[config.mk]
export PLATFORM = sky130hd
export DESIGN_NAME = sliding_window_linear_regression_core
export DESIGN_NICKNAME = d
export VERILOG_FILES = /design/src/design/swlr_pkg.sv /design/src/design/sliding_window_linear_regression_core.sv
export SDC_FILE = /design/constraint.sdc
export NUM_CORES = 2
export LEC_CHECK = 0
export BUFFER_PORTS_ARGS = -buffer_cell sky130_fd_sc_hd__buf_2
export CORE_UTILIZATION = 30
export CTS_BUF_LIST = sky130_fd_sc_hd__clkbuf_4
export CTS_CLUSTER_SIZE = 8
export DETAILED_ROUTE_END_ITERATION = 10
export GPL_TIMING_DRIVEN = 0
export PLACE_DENSITY = 0.41
export SYNTH_ARGS = -nofsm -noshare
export SYNTH_HDL_FRONTEND = slang
export SYNTH_SLANG_ARGS = --single-unit
[constraint.sdc]
create_clock -name i_clk -period 46.3 [get_ports i_clk]
set_input_delay 2.315 -clock i_clk [delete_from_list [all_inputs] [get_ports i_clk]]
set_output_delay 2.315 -clock i_clk [all_outputs]
set_load 0.02 [all_outputs]
[src/design/swlr_pkg.sv]
package swlr_pkg;

    localparam int SAMPLE_BITS   = 16;
    localparam int WS_BITS       = 7;
    localparam int RES_BITS      = 32;
    localparam int FRAC_BITS     = 16;
    localparam int DEFAULT_DEPTH = 64;

    typedef struct packed {
        logic signed [SAMPLE_BITS-1:0] sample_x;
        logic signed [SAMPLE_BITS-1:0] sample_y;
        logic signed [SAMPLE_BITS-1:0] query_x;
    } t_in;

    typedef struct packed {
        logic signed [RES_BITS-1:0] slope;
        logic signed [RES_BITS-1:0] intercept;
        logic signed [RES_BITS-1:0] prediction;
        logic        [WS_BITS-1:0]  points_used;
        logic                       degenerate;
    } t_out;

endpackage

[src/design/sliding_window_linear_regression_core.sv]
// Sliding-window least-squares line fit, Q16.16 results.
// Input channel (i_in_valid / o_in_ready, i_in_data): one (x, y, query_x) word
// per sample. Output channel (o_out_valid / i_out_ready, o_out_data): one word
// per sample with slope, intercept, prediction, points_used and degenerate.
// i_cfg_we / i_cfg_data write the window size and empty the window; write only
// while the block is idle.
// Steps per sample: accept, sum update, 11 products on the shared shift-add unit
// (MBW = 16 + clog2(DEPTH+1) multiplier bits), 3 quotients on the same unit (one
// quotient bit a cycle), output load. A degenerate fit skips the quotients.
// o_in_ready is high only between samples; one word at a time is processed.
// The output register holds a finished word while the next sample is taken;
// if the receiver stalls, the block waits at the end of that next sample.
// Reset (synchronous, active low) empties the window and sets the window size
// to 64; store contents are not cleared, unused entries never reach a result.
module sliding_window_linear_regression_core #(
    parameter int DEPTH = swlr_pkg::DEFAULT_DEPTH
) (
    input  logic                        i_clk,
    input  logic                        i_rst_n,
    input  logic                        i_in_valid,
    output logic                        o_in_ready,
    input  swlr_pkg::t_in               i_in_data,
    output logic                        o_out_valid,
    input  logic                        i_out_ready,
    output swlr_pkg::t_out              o_out_data,
    input  logic                        i_cfg_we,
    input  logic [swlr_pkg::WS_BITS-1:0] i_cfg_data
);

    localparam int SB  = swlr_pkg::SAMPLE_BITS;
    localparam int RB  = swlr_pkg::RES_BITS;
    localparam int FB  = swlr_pkg::FRAC_BITS;
    localparam int WB  = swlr_pkg::WS_BITS;
    localparam int CW  = $clog2(DEPTH + 1);
    localparam int AB  = $clog2(DEPTH);
    localparam int SW  = SB + CW;
    localparam int QW  = 2 * SB + CW + 1;
    localparam int MBW = SB + CW;
    localparam int AW  = 3 * SB + 3 * CW + 4;
    localparam int UW  = AW + 1;
    localparam int QB  = RB + 1;
    localparam int DW  = AW + FB + 1;
    localparam int CPW = AW + QB;
    localparam int STW = $clog2(MBW + QB);
    localparam int WEW = (CW > WB) ? CW : WB;

    localparam logic [2:0] S_IDLE = 3'd0;
    localparam logic [2:0] S_LOAD = 3'd1;
    localparam logic [2:0] S_MSET = 3'd2;
    localparam logic [2:0] S_MUL  = 3'd3;
    localparam logic [2:0] S_DSET = 3'd4;
    localparam logic [2:0] S_DIV  = 3'd5;
    localparam logic [2:0] S_OUT  = 3'd6;

    localparam logic [2:0] A_OXD = 3'd0;
    localparam logic [2:0] A_X   = 3'd1;
    localparam logic [2:0] A_SXX = 3'd2;
    localparam logic [2:0] A_SXY = 3'd3;
    localparam logic [2:0] A_SX  = 3'd4;
    localparam logic [2:0] A_NUM = 3'd5;

    localparam logic [2:0] B_OX  = 3'd0;
    localparam logic [2:0] B_OY  = 3'd1;
    localparam logic [2:0] B_X   = 3'd2;
    localparam logic [2:0] B_Y   = 3'd3;
    localparam logic [2:0] B_CNT = 3'd4;
    localparam logic [2:0] B_SX  = 3'd5;
    localparam logic [2:0] B_SY  = 3'd6;
    localparam logic [2:0] B_QX  = 3'd7;

    localparam logic [2:0] LD_KEEP = 3'd0;
    localparam logic [2:0] LD_ZERO = 3'd1;
    localparam logic [2:0] LD_SXX  = 3'd2;
    localparam logic [2:0] LD_SXY  = 3'd3;
    localparam logic [2:0] LD_CST  = 3'd4;

    localparam logic [2:0] D_NONE = 3'd0;
    localparam logic [2:0] D_SXX  = 3'd1;
    localparam logic [2:0] D_SXY  = 3'd2;
    localparam logic [2:0] D_NUM  = 3'd3;
    localparam logic [2:0] D_DEN  = 3'd4;
    localparam logic [2:0] D_CST  = 3'd5;
    localparam logic [2:0] D_PRD  = 3'd6;

    localparam logic [3:0] OP_LAST = 4'd10;
    localparam logic [1:0] DSEL_LAST = 2'd2;

    typedef struct packed {
        logic [2:0] asel;
        logic [2:0] bsel;
        logic       sub;
        logic [2:0] ld;
        logic [2:0] dst;
    } t_mop;

    function automatic logic [AW-1:0] ext_sb(input logic [SB-1:0] v);
        return {{(AW-SB){v[SB-1]}}, v};
    endfunction

    function automatic logic [AW-1:0] ext_sw(input logic [SW-1:0] v);
        return {{(AW-SW){v[SW-1]}}, v};
    endfunction

    function automatic logic [AW-1:0] ext_qw(input logic [QW-1:0] v);
        return {{(AW-QW){v[QW-1]}}, v};
    endfunction

    function automatic logic [MBW-1:0] mb_sb(input logic [SB-1:0] v);
        return {{(MBW-SB){v[SB-1]}}, v};
    endfunction

    logic [2:0]    r_state;
    logic [WB-1:0] r_wsize;
    logic [AB-1:0] r_oldest;
    logic [CW-1:0] r_count;
    logic [SW-1:0] r_sx, r_sy;
    logic [QW-1:0] r_sxx, r_sxy;
    logic [SB-1:0] r_x, r_y, r_qx, r_ox, r_oy;
    logic          r_drop;
    logic [3:0]    r_op;
    logic [STW-1:0] r_step;
    logic [AW-1:0] r_acc, r_mcand;
    logic [MBW-1:0] r_mplier;
    logic [AW-1:0] r_num, r_den, r_cst, r_prd, r_ad;
    logic [1:0]    r_dsel;
    logic [UW-1:0] r_rem;
    logic [QB-1:0] r_dvd, r_q;
    logic          r_neg, r_degen;
    logic [RB-1:0] r_res [0:2];
    swlr_pkg::t_out r_out;
    logic          r_ovalid;

    logic [SB-1:0] x_store [0:DEPTH-1];
    logic [SB-1:0] y_store [0:DEPTH-1];

    logic          accept;
    logic [WEW-1:0] ws_ext, w_eff;
    logic [CW:0]   widx_sum;
    logic [AB-1:0] widx;
    t_mop          mop;
    logic [AW-1:0] a_val, mul_acc;
    logic [MBW-1:0] b_val;
    logic [UW:0]   u_a, u_b, u_sum;
    logic          u_sub, ge;
    logic [UW-1:0] div_t;
    logic [AW-1:0] dnum, an, ad;
    logic          dneg;
    logic [DW-1:0] num2;
    logic          sat;
    logic [QB-1:0] qf;
    logic [RB-1:0] qres;

    assign accept      = i_in_valid && o_in_ready;
    assign o_in_ready  = (r_state == S_IDLE);
    assign o_out_valid = r_ovalid;
    assign o_out_data  = r_out;

    always_comb begin
        ws_ext = WEW'(r_wsize);
        if (ws_ext == '0) begin
            w_eff = WEW'(1);
        end else if (ws_ext > WEW'(DEPTH)) begin
            w_eff = WEW'(DEPTH);
        end else begin
            w_eff = ws_ext;
        end
        // oldest + count wraps once at most; same slot with or without a drop
        widx_sum = (CW+1)'(r_oldest) + (CW+1)'(r_count);
        if (widx_sum >= (CW+1)'(DEPTH)) begin
            widx_sum = widx_sum - (CW+1)'(DEPTH);
        end
        widx = widx_sum[AB-1:0];
    end

    // product program
    always_comb begin
        mop = '{asel: A_X, bsel: B_X, sub: 1'b0, ld: LD_KEEP, dst: D_NONE};
        unique case (r_op)
            4'd0:    mop = '{A_OXD, B_OX,  1'b1, LD_SXX,  D_NONE};
            4'd1:    mop = '{A_X,   B_X,   1'b0, LD_KEEP, D_SXX};
            4'd2:    mop = '{A_OXD, B_OY,  1'b1, LD_SXY,  D_NONE};
            4'd3:    mop = '{A_X,   B_Y,   1'b0, LD_KEEP, D_SXY};
            4'd4:    mop = '{A_SXY, B_CNT, 1'b0, LD_ZERO, D_NONE};
            4'd5:    mop = '{A_SX,  B_SY,  1'b1, LD_KEEP, D_NUM};
            4'd6:    mop = '{A_SXX, B_CNT, 1'b0, LD_ZERO, D_NONE};
            4'd7:    mop = '{A_SX,  B_SX,  1'b1, LD_KEEP, D_DEN};
            4'd8:    mop = '{A_SXX, B_SY,  1'b0, LD_ZERO, D_NONE};
            4'd9:    mop = '{A_SXY, B_SX,  1'b1, LD_KEEP, D_CST};
            4'd10:   mop = '{A_NUM, B_QX,  1'b0, LD_CST,  D_PRD};
            default: mop = '{A_X,   B_X,   1'b0, LD_KEEP, D_NONE};
        endcase
    end

    always_comb begin
        unique case (mop.asel)
            A_OXD:   a_val = r_drop ? ext_sb(r_ox) : '0;
            A_X:     a_val = ext_sb(r_x);
            A_SXX:   a_val = ext_qw(r_sxx);
            A_SXY:   a_val = ext_qw(r_sxy);
            A_SX:    a_val = ext_sw(r_sx);
            A_NUM:   a_val = r_num;
            default: a_val = '0;
        endcase
        unique case (mop.bsel)
            B_OX:    b_val = mb_sb(r_ox);
            B_OY:    b_val = mb_sb(r_oy);
            B_X:     b_val = mb_sb(r_x);
            B_Y:     b_val = mb_sb(r_y);
            B_CNT:   b_val = MBW'(r_count);
            B_SX:    b_val = r_sx;
            B_SY:    b_val = r_sy;
            B_QX:    b_val = mb_sb(r_qx);
        endcase
    end

    // quotient setup
    always_comb begin
        unique case (r_dsel)
            2'd0:    dnum = r_num;
            2'd1:    dnum = r_cst;
            default: dnum = r_prd;
        endcase
        dneg = dnum[AW-1] ^ r_den[AW-1];
        an   = dnum[AW-1] ? (AW'(0) - dnum) : dnum;
        ad   = r_den[AW-1] ? (AW'(0) - r_den) : r_den;
        num2 = {an, {FB{1'b0}}} + DW'(ad >> 1);
        // quotient of 2^33 or more saturates either way
        sat  = CPW'(num2) >= {ad, {QB{1'b0}}};
    end

    // shared add/subtract unit
    always_comb begin
        div_t = {r_rem[UW-2:0], r_dvd[QB-1]};
        if (r_state == S_DIV) begin
            u_a   = {1'b0, div_t};
            u_b   = (UW+1)'(r_ad);
            u_sub = 1'b1;
        end else begin
            u_a   = {{(UW+1-AW){r_acc[AW-1]}}, r_acc};
            u_b   = {{(UW+1-AW){r_mcand[AW-1]}}, r_mcand};
            // top multiplier bit carries negative weight
            u_sub = mop.sub ^ (r_step == STW'(MBW - 1));
        end
        u_sum   = u_a + (u_sub ? ~u_b : u_b) + (UW+1)'(u_sub);
        ge      = ~u_sum[UW];
        mul_acc = r_mplier[0] ? u_sum[AW-1:0] : r_acc;
        qf      = {r_q[QB-2:0], ge};
        if (r_neg) begin
            qres = (qf > QB'(33'h080000000)) ? 32'h80000000 : (RB'(0) - qf[RB-1:0]);
        end else begin
            qres = (qf > QB'(33'h07FFFFFFF)) ? 32'h7FFFFFFF : qf[RB-1:0];
        end
    end

    always_ff @(posedge i_clk) begin
        if (accept) begin
            x_store[widx] <= i_in_data.sample_x;
            y_store[widx] <= i_in_data.sample_y;
            r_ox          <= x_store[r_oldest];
            r_oy          <= y_store[r_oldest];
            r_x           <= i_in_data.sample_x;
            r_y           <= i_in_data.sample_y;
            r_qx          <= i_in_data.query_x;
        end
    end

    always_ff @(posedge i_clk) begin
        if (!i_rst_n) begin
            r_state  <= S_IDLE;
            r_wsize  <= WB'(64);
            r_oldest <= '0;
            r_count  <= '0;
            r_sx     <= '0;
            r_sy     <= '0;
            r_sxx    <= '0;
            r_sxy    <= '0;
            r_drop   <= 1'b0;
            r_op     <= '0;
            r_step   <= '0;
            r_dsel   <= '0;
            r_degen  <= 1'b0;
            r_ovalid <= 1'b0;
        end else begin
            // S_OUT reloads the valid itself when the held word leaves
            if (r_ovalid && i_out_ready && r_state != S_OUT) begin
                r_ovalid <= 1'b0;
            end
            if (i_cfg_we) begin
                r_wsize  <= i_cfg_data;
                r_oldest <= '0;
                r_count  <= '0;
                r_sx     <= '0;
                r_sy     <= '0;
                r_sxx    <= '0;
                r_sxy    <= '0;
            end
            unique case (r_state)
                S_IDLE: begin
                    if (accept) begin
                        r_drop  <= (WEW'(r_count) >= w_eff);
                        r_degen <= 1'b0;
                        r_state <= S_LOAD;
                    end
                end
                S_LOAD: begin
                    r_sx <= r_sx - (r_drop ? SW'(signed'(r_ox)) : '0) + SW'(signed'(r_x));
                    r_sy <= r_sy - (r_drop ? SW'(signed'(r_oy)) : '0) + SW'(signed'(r_y));
                    if (r_drop) begin
                        r_oldest <= (r_oldest == AB'(DEPTH - 1)) ? '0 : r_oldest + 1'b1;
                    end else begin
                        r_count <= r_count + 1'b1;
                    end
                    r_op    <= '0;
                    r_state <= S_MSET;
                end
                S_MSET: begin
                    r_mcand  <= a_val;
                    r_mplier <= b_val;
                    r_step   <= '0;
                    unique case (mop.ld)
                        LD_ZERO: r_acc <= '0;
                        LD_SXX:  r_acc <= ext_qw(r_sxx);
                        LD_SXY:  r_acc <= ext_qw(r_sxy);
                        LD_CST:  r_acc <= r_cst;
                        default: r_acc <= r_acc;
                    endcase
                    r_state <= S_MUL;
                end
                S_MUL: begin
                    r_acc    <= mul_acc;
                    r_mcand  <= r_mcand << 1;
                    r_mplier <= r_mplier >> 1;
                    r_step   <= r_step + 1'b1;
                    if (r_step == STW'(MBW - 1)) begin
                        unique case (mop.dst)
                            D_SXX: r_sxx <= mul_acc[QW-1:0];
                            D_SXY: r_sxy <= mul_acc[QW-1:0];
                            // single point: line through the origin
                            D_NUM: r_num <= (r_count == CW'(1)) ? ext_sw(r_sy) : mul_acc;
                            D_DEN: r_den <= (r_count == CW'(1)) ? ext_sw(r_sx) : mul_acc;
                            D_CST: r_cst <= mul_acc;
                            D_PRD: r_prd <= mul_acc;
                            default: ;
                        endcase
                        if (r_op == OP_LAST) begin
                            r_dsel  <= '0;
                            r_state <= S_DSET;
                        end else begin
                            r_op    <= r_op + 1'b1;
                            r_state <= S_MSET;
                        end
                    end
                end
                S_DSET: begin
                    if (r_den == '0) begin
                        r_degen  <= 1'b1;
                        r_res[0] <= '0;
                        r_res[1] <= '0;
                        r_res[2] <= '0;
                        r_state  <= S_OUT;
                    end else if (sat) begin
                        r_res[r_dsel] <= dneg ? 32'h80000000 : 32'h7FFFFFFF;
                        if (r_dsel == DSEL_LAST) begin
                            r_state <= S_OUT;
                        end else begin
                            r_dsel <= r_dsel + 1'b1;
                        end
                    end else begin
                        r_rem   <= UW'(num2[DW-1:QB]);
                        r_dvd   <= num2[QB-1:0];
                        r_q     <= '0;
                        r_ad    <= ad;
                        r_neg   <= dneg;
                        r_step  <= '0;
                        r_state <= S_DIV;
                    end
                end
                S_DIV: begin
                    r_rem  <= ge ? u_sum[UW-1:0] : div_t;
                    r_q    <= qf;
                    r_dvd  <= r_dvd << 1;
                    r_step <= r_step + 1'b1;
                    if (r_step == STW'(QB - 1)) begin
                        r_res[r_dsel] <= qres;
                        if (r_dsel == DSEL_LAST) begin
                            r_state <= S_OUT;
                        end else begin
                            r_dsel  <= r_dsel + 1'b1;
                            r_state <= S_DSET;
                        end
                    end
                end
                S_OUT: begin
                    if (!r_ovalid || i_out_ready) begin
                        r_ovalid <= 1'b1;
                        r_state  <= S_IDLE;
                    end
                end
                default: r_state <= S_IDLE;
            endcase
        end
    end

    always_ff @(posedge i_clk) begin
        if (r_state == S_OUT && (!r_ovalid || i_out_ready)) begin
            r_out.slope       <= r_res[0];
            r_out.intercept   <= r_res[1];
            r_out.prediction  <= r_res[2];
            r_out.points_used <= WB'(r_count);
            r_out.degenerate  <= r_degen;
        end
    end

    a_count_range: assert property (@(posedge i_clk) disable iff (!i_rst_n)
        r_count <= CW'(DEPTH))
        else $error("window count above depth");

    a_oldest_range: assert property (@(posedge i_clk) disable iff (!i_rst_n)
        r_oldest <= AB'(DEPTH - 1))
        else $error("oldest index out of range");

    a_busy_after_accept: assert property (@(posedge i_clk) disable iff (!i_rst_n)
        accept |=> !o_in_ready)
        else $error("input ready right after a word was taken");

    a_degen_zero: assert property (@(posedge i_clk) disable iff (!i_rst_n)
        (o_out_valid && o_out_data.degenerate) |->
        (o_out_data.slope == '0 && o_out_data.intercept == '0 &&
         o_out_data.prediction == '0))
        else $error("degenerate word with nonzero results");

    a_div_nonzero: assert property (@(posedge i_clk) disable iff (!i_rst_n)
        (r_state == S_DIV) |-> (r_ad != '0))
        else $error("divide with zero divisor");

endmodule
==> key figures <==
Cells and area
  • Fraction of layout cells with a size suffix above 1: 0.223
  • Layout Nets: roughly 12000
  • Util after Layout: 0.350
  • Layout area overhead: 15.9%

Routing
  • Detailed Routing Iterations Pass 1: 7
  • ANT nets after route: 0
  • Total vias in the final route: 99200
  • Drt total wl: around 600 mm
  • Iteration-0 DRC Markers: about 10000
  • Vias per std cell: 5.38
  • DR WL/cell: between 30 and 40 um
  • Drt drc: 0

Timing
  • TNS Setup: 0 ps
  • Slew HR: -0.0478
  • Minimum clock period: between 15000 and 20000 ps
  • Worst Skew: 134 ps
  • Final hold vios: 0
  • RSZ-0062 raised after global routing: false
  • Final setup viols: 0
  • Worst slew pin tran: 1550 ps
  • Max frequency: 59.9 MHz
  • Slew Viols, Final: 25
  • Period Utilization, post-route: 0.361

Setup path
  • Crit-path max FO: 13
  • Worst endpoint data arrival time: about 18000 ps
  • WS Path Type: reg -> reg
  • Startpoint Class: register
  • Reg2Reg Setup Slack: roughly 30000 ps
  • Most frequent CP cell: buf_6
  • Critical Path Sink Type: register
  • Critical Path End: r_dvd[2]
  • Reg-to-Reg End: r_dvd[2]
  • Crit path from: r_dsel[1]
  • Worst path required time: around 48000 ps
  • Slowest library cell on the worst path: o311ai_0
  • Reg2Reg Depth: between 40 and 50
  • CP max stage delay: 990 ps
  • Worst reg2reg path startpoint: r_dsel[1]

Clock tree
  • Clock Latency Late Sink: around 1800 ps
  • Cts bufs inserted: between 800 and 900
  • Num Clock Sinks: roughly 3200
  • Root Buffer: clkbuf_4
  • Clock Pin Slew Worst Setup and Hold Paths: ~60 ps
  • CTS tree: built
  • Post-CTS Hold Buffers: 0
  • Htree depth: 6
  • Post-CTS Setup Bufs: 0
  • Resize count post-CTS: 0
  • Clock tree buffer depth: 4

Logic synthesis
  • Commonest cells post-synth: edfxtp_1, nand2_1, nor2_1, a21oi_1, mux4_2
  • Synthesized area: around 150000 um2
  • Synthesis warning total: 0
  • Ys flop type: edfxtp_1
  • Flops & latches, synth: 3178
  • Post-synth EDFFs: between 3000 and 4000
  • Most frequent cell after synthesis: edfxtp_1
  • Top-area cell type share of the netlist area: 0.617
  • Synth area leader: edfxtp_1
  • Post-synthesis cell count: 10100
  • Synth top area cells: edfxtp_1, mux4_2, dfxtp_1
  • Seq/Total Area, Yosys: 0.641
  • Syn_nets: 10500
  • Distinct cells, synth: approximately 110
  • Avg Synthesized Cell Area: 14.4 um2
  • Post-synth ARST share: 0

Status
  • Failing checks: max-capacitance violations, max-slew violations
  • Outcome: finished, violations left

Place
  • Port bufs: 164
  • Post-DP HPWL: approximately 450 mm
  • GPL Wtd Cong: between 0.9 and 1

Power
  • Pwr dens: between 40 and 50 nW/um2
  • Leak Pwr: between 0.05 and 0.06 uW
  • Max VDD drop: approximately 0.027 mV

Global route
  • First-pass GRT wire length: between 800 and 900 mm
  • Initial antenna violation count: 53
  • Largest net degree at the start of global routing: between 60 and 70
  • Vias in the first global route: 100000
  • GRT Total Usage: 0.241
  • Grt ovf: 0

Die
  • Starting Density: 0.302
  • Core ar.: a little under 500000 um2
  • Row Count: 255
  • Die ar.: 490000 um2
  • Die X-Extent: 700 um
  • I/O pin count: 166
  • Die H: ~700 um

Hold path
  • Path category of the worst min-delay check: reg -> reg

Flow run
  • Max-Cap Viols: 5
flip-flops by register name, indices dropped and copies added, names as in the netlist, 96 cells and up:
signal,flops
x_store,1024
r_res,96
o_out_data,104
y_store,1024
worst min path at each step:
stage / start / endpoint / depth (start not counted)
final: r_res[0][29] / o_out_data[101] / 0
after global routing: r_res[0][21] / o_out_data[93] / 0
after CTS: r_res[1][19] / o_out_data[59] / 0
after detailed placement: r_res[0][28] / o_out_data[100] / 0
after global placement: r_res[2][8] / o_out_data[16] / 0
after floorplan: r_res[0][28] / o_out_data[100] / 0
metrics by stage:
| step | setup slack (ps) | instances | total power, uW | area [um2] | hold slack (ps) |
|---|---|---|---|---|---|
| floorplan | 28260 | 10100 | 3960 | 146000 | 400 |
| global placement | 15770 | 16700 | 4460 | 155000 | 401 |
| detailed placement | 30020 | 16800 | 4470 | 158000 | 405 |
| CTS | 29890 | 18400 | 7090 | 169000 | 404 |
| global route | 29440 | 18400 | 7310 | 169000 | 395 |
| finish | 29610 | 18400 | 7030 | 169000 | 402 |
kinds of logic after synthesis:
logic type / Yosys count / share of synthesized area
multiplexers: 857 / 0.116
other: 1 / 0.0000257
flip-flops: 3178 / 0.641
XOR/XNOR: 391 / 0.0235
adder cells (fa/ha/maj): 314 / 0.0293
AND/OR/NAND/NOR: 2418 / 0.0773
AO/OA/AOI/OAI: 2024 / 0.0880
buffers and inverters: 943 / 0.0246
routing by layer:
metal,global-route usage,vias up,share of wire
met5,0,-,0.00019
met4,0.106,18,0.048
met3,0.0360,1011,0.058
met2,0.399,4187,0.48
met1,0.314,51600,0.42
li1,-,42300,-
critical path, delay by kind of cell (launching register included):
family / cells / cell delay (ps)
buffers and inverters: 19 / 5880
AO/OA/AOI/OAI: 12 / 5760
AND/OR/NAND/NOR: 9 / 2570
adder cells (fa/ha/maj): 3 / 740
XOR/XNOR: 2 / 960
flip-flops: 1 / 330
final cells by class:
| class | instances | area (um2) |
|---|---|---|
| fillers | 47600 | 314000 |
| flip-flops and latches | 3178 | 93700 |
| multi-input cells | 6005 | 49500 |
| clock buffers | 1332 | 10000 |
| well taps | 6425 | 8040 |
| repair buffers | 297 | 3220 |
| plain buffers | 575 | 2250 |
| inverters | 368 | 1380 |
| clock inverters | 205 | 1280 |
| diodes | 41 | 103 |
cell usage in the layout (no fill, tap or decap), types with 70 or more instances in the layout:
cell         n
a21o_1     163
a21oi_1    684
a221oi_1    78
a22o_1      90
a31oi_1    135
and2_1      73
and3_1     115
buf_1       95
buf_12      70
buf_2      174
clkbuf_1   437
clkbuf_4  1332
clkinv_1   128
dfxtp_1    177
edfxtp_1  3001
ha_1       267
inv_1      362
mux2_2      93
mux2i_1    100
mux4_2     664
nand2_1    797
nand3_1    139
nand4_1     94
nor2_1     663
nor2b_1     71
nor3_1     108
o21ai_0    379
xnor2_1    270
xor2_1     120
report_power, final:
group	switching (uW)	leakage [uW]	internal (uW)	total, uW
clock	1250	0.00671	1350	2600
combinational	783	0.0212	344	1130
sequential	70.4	0.0286	3230	3300
No activity file was read; power rests on OpenSTA's default activity.
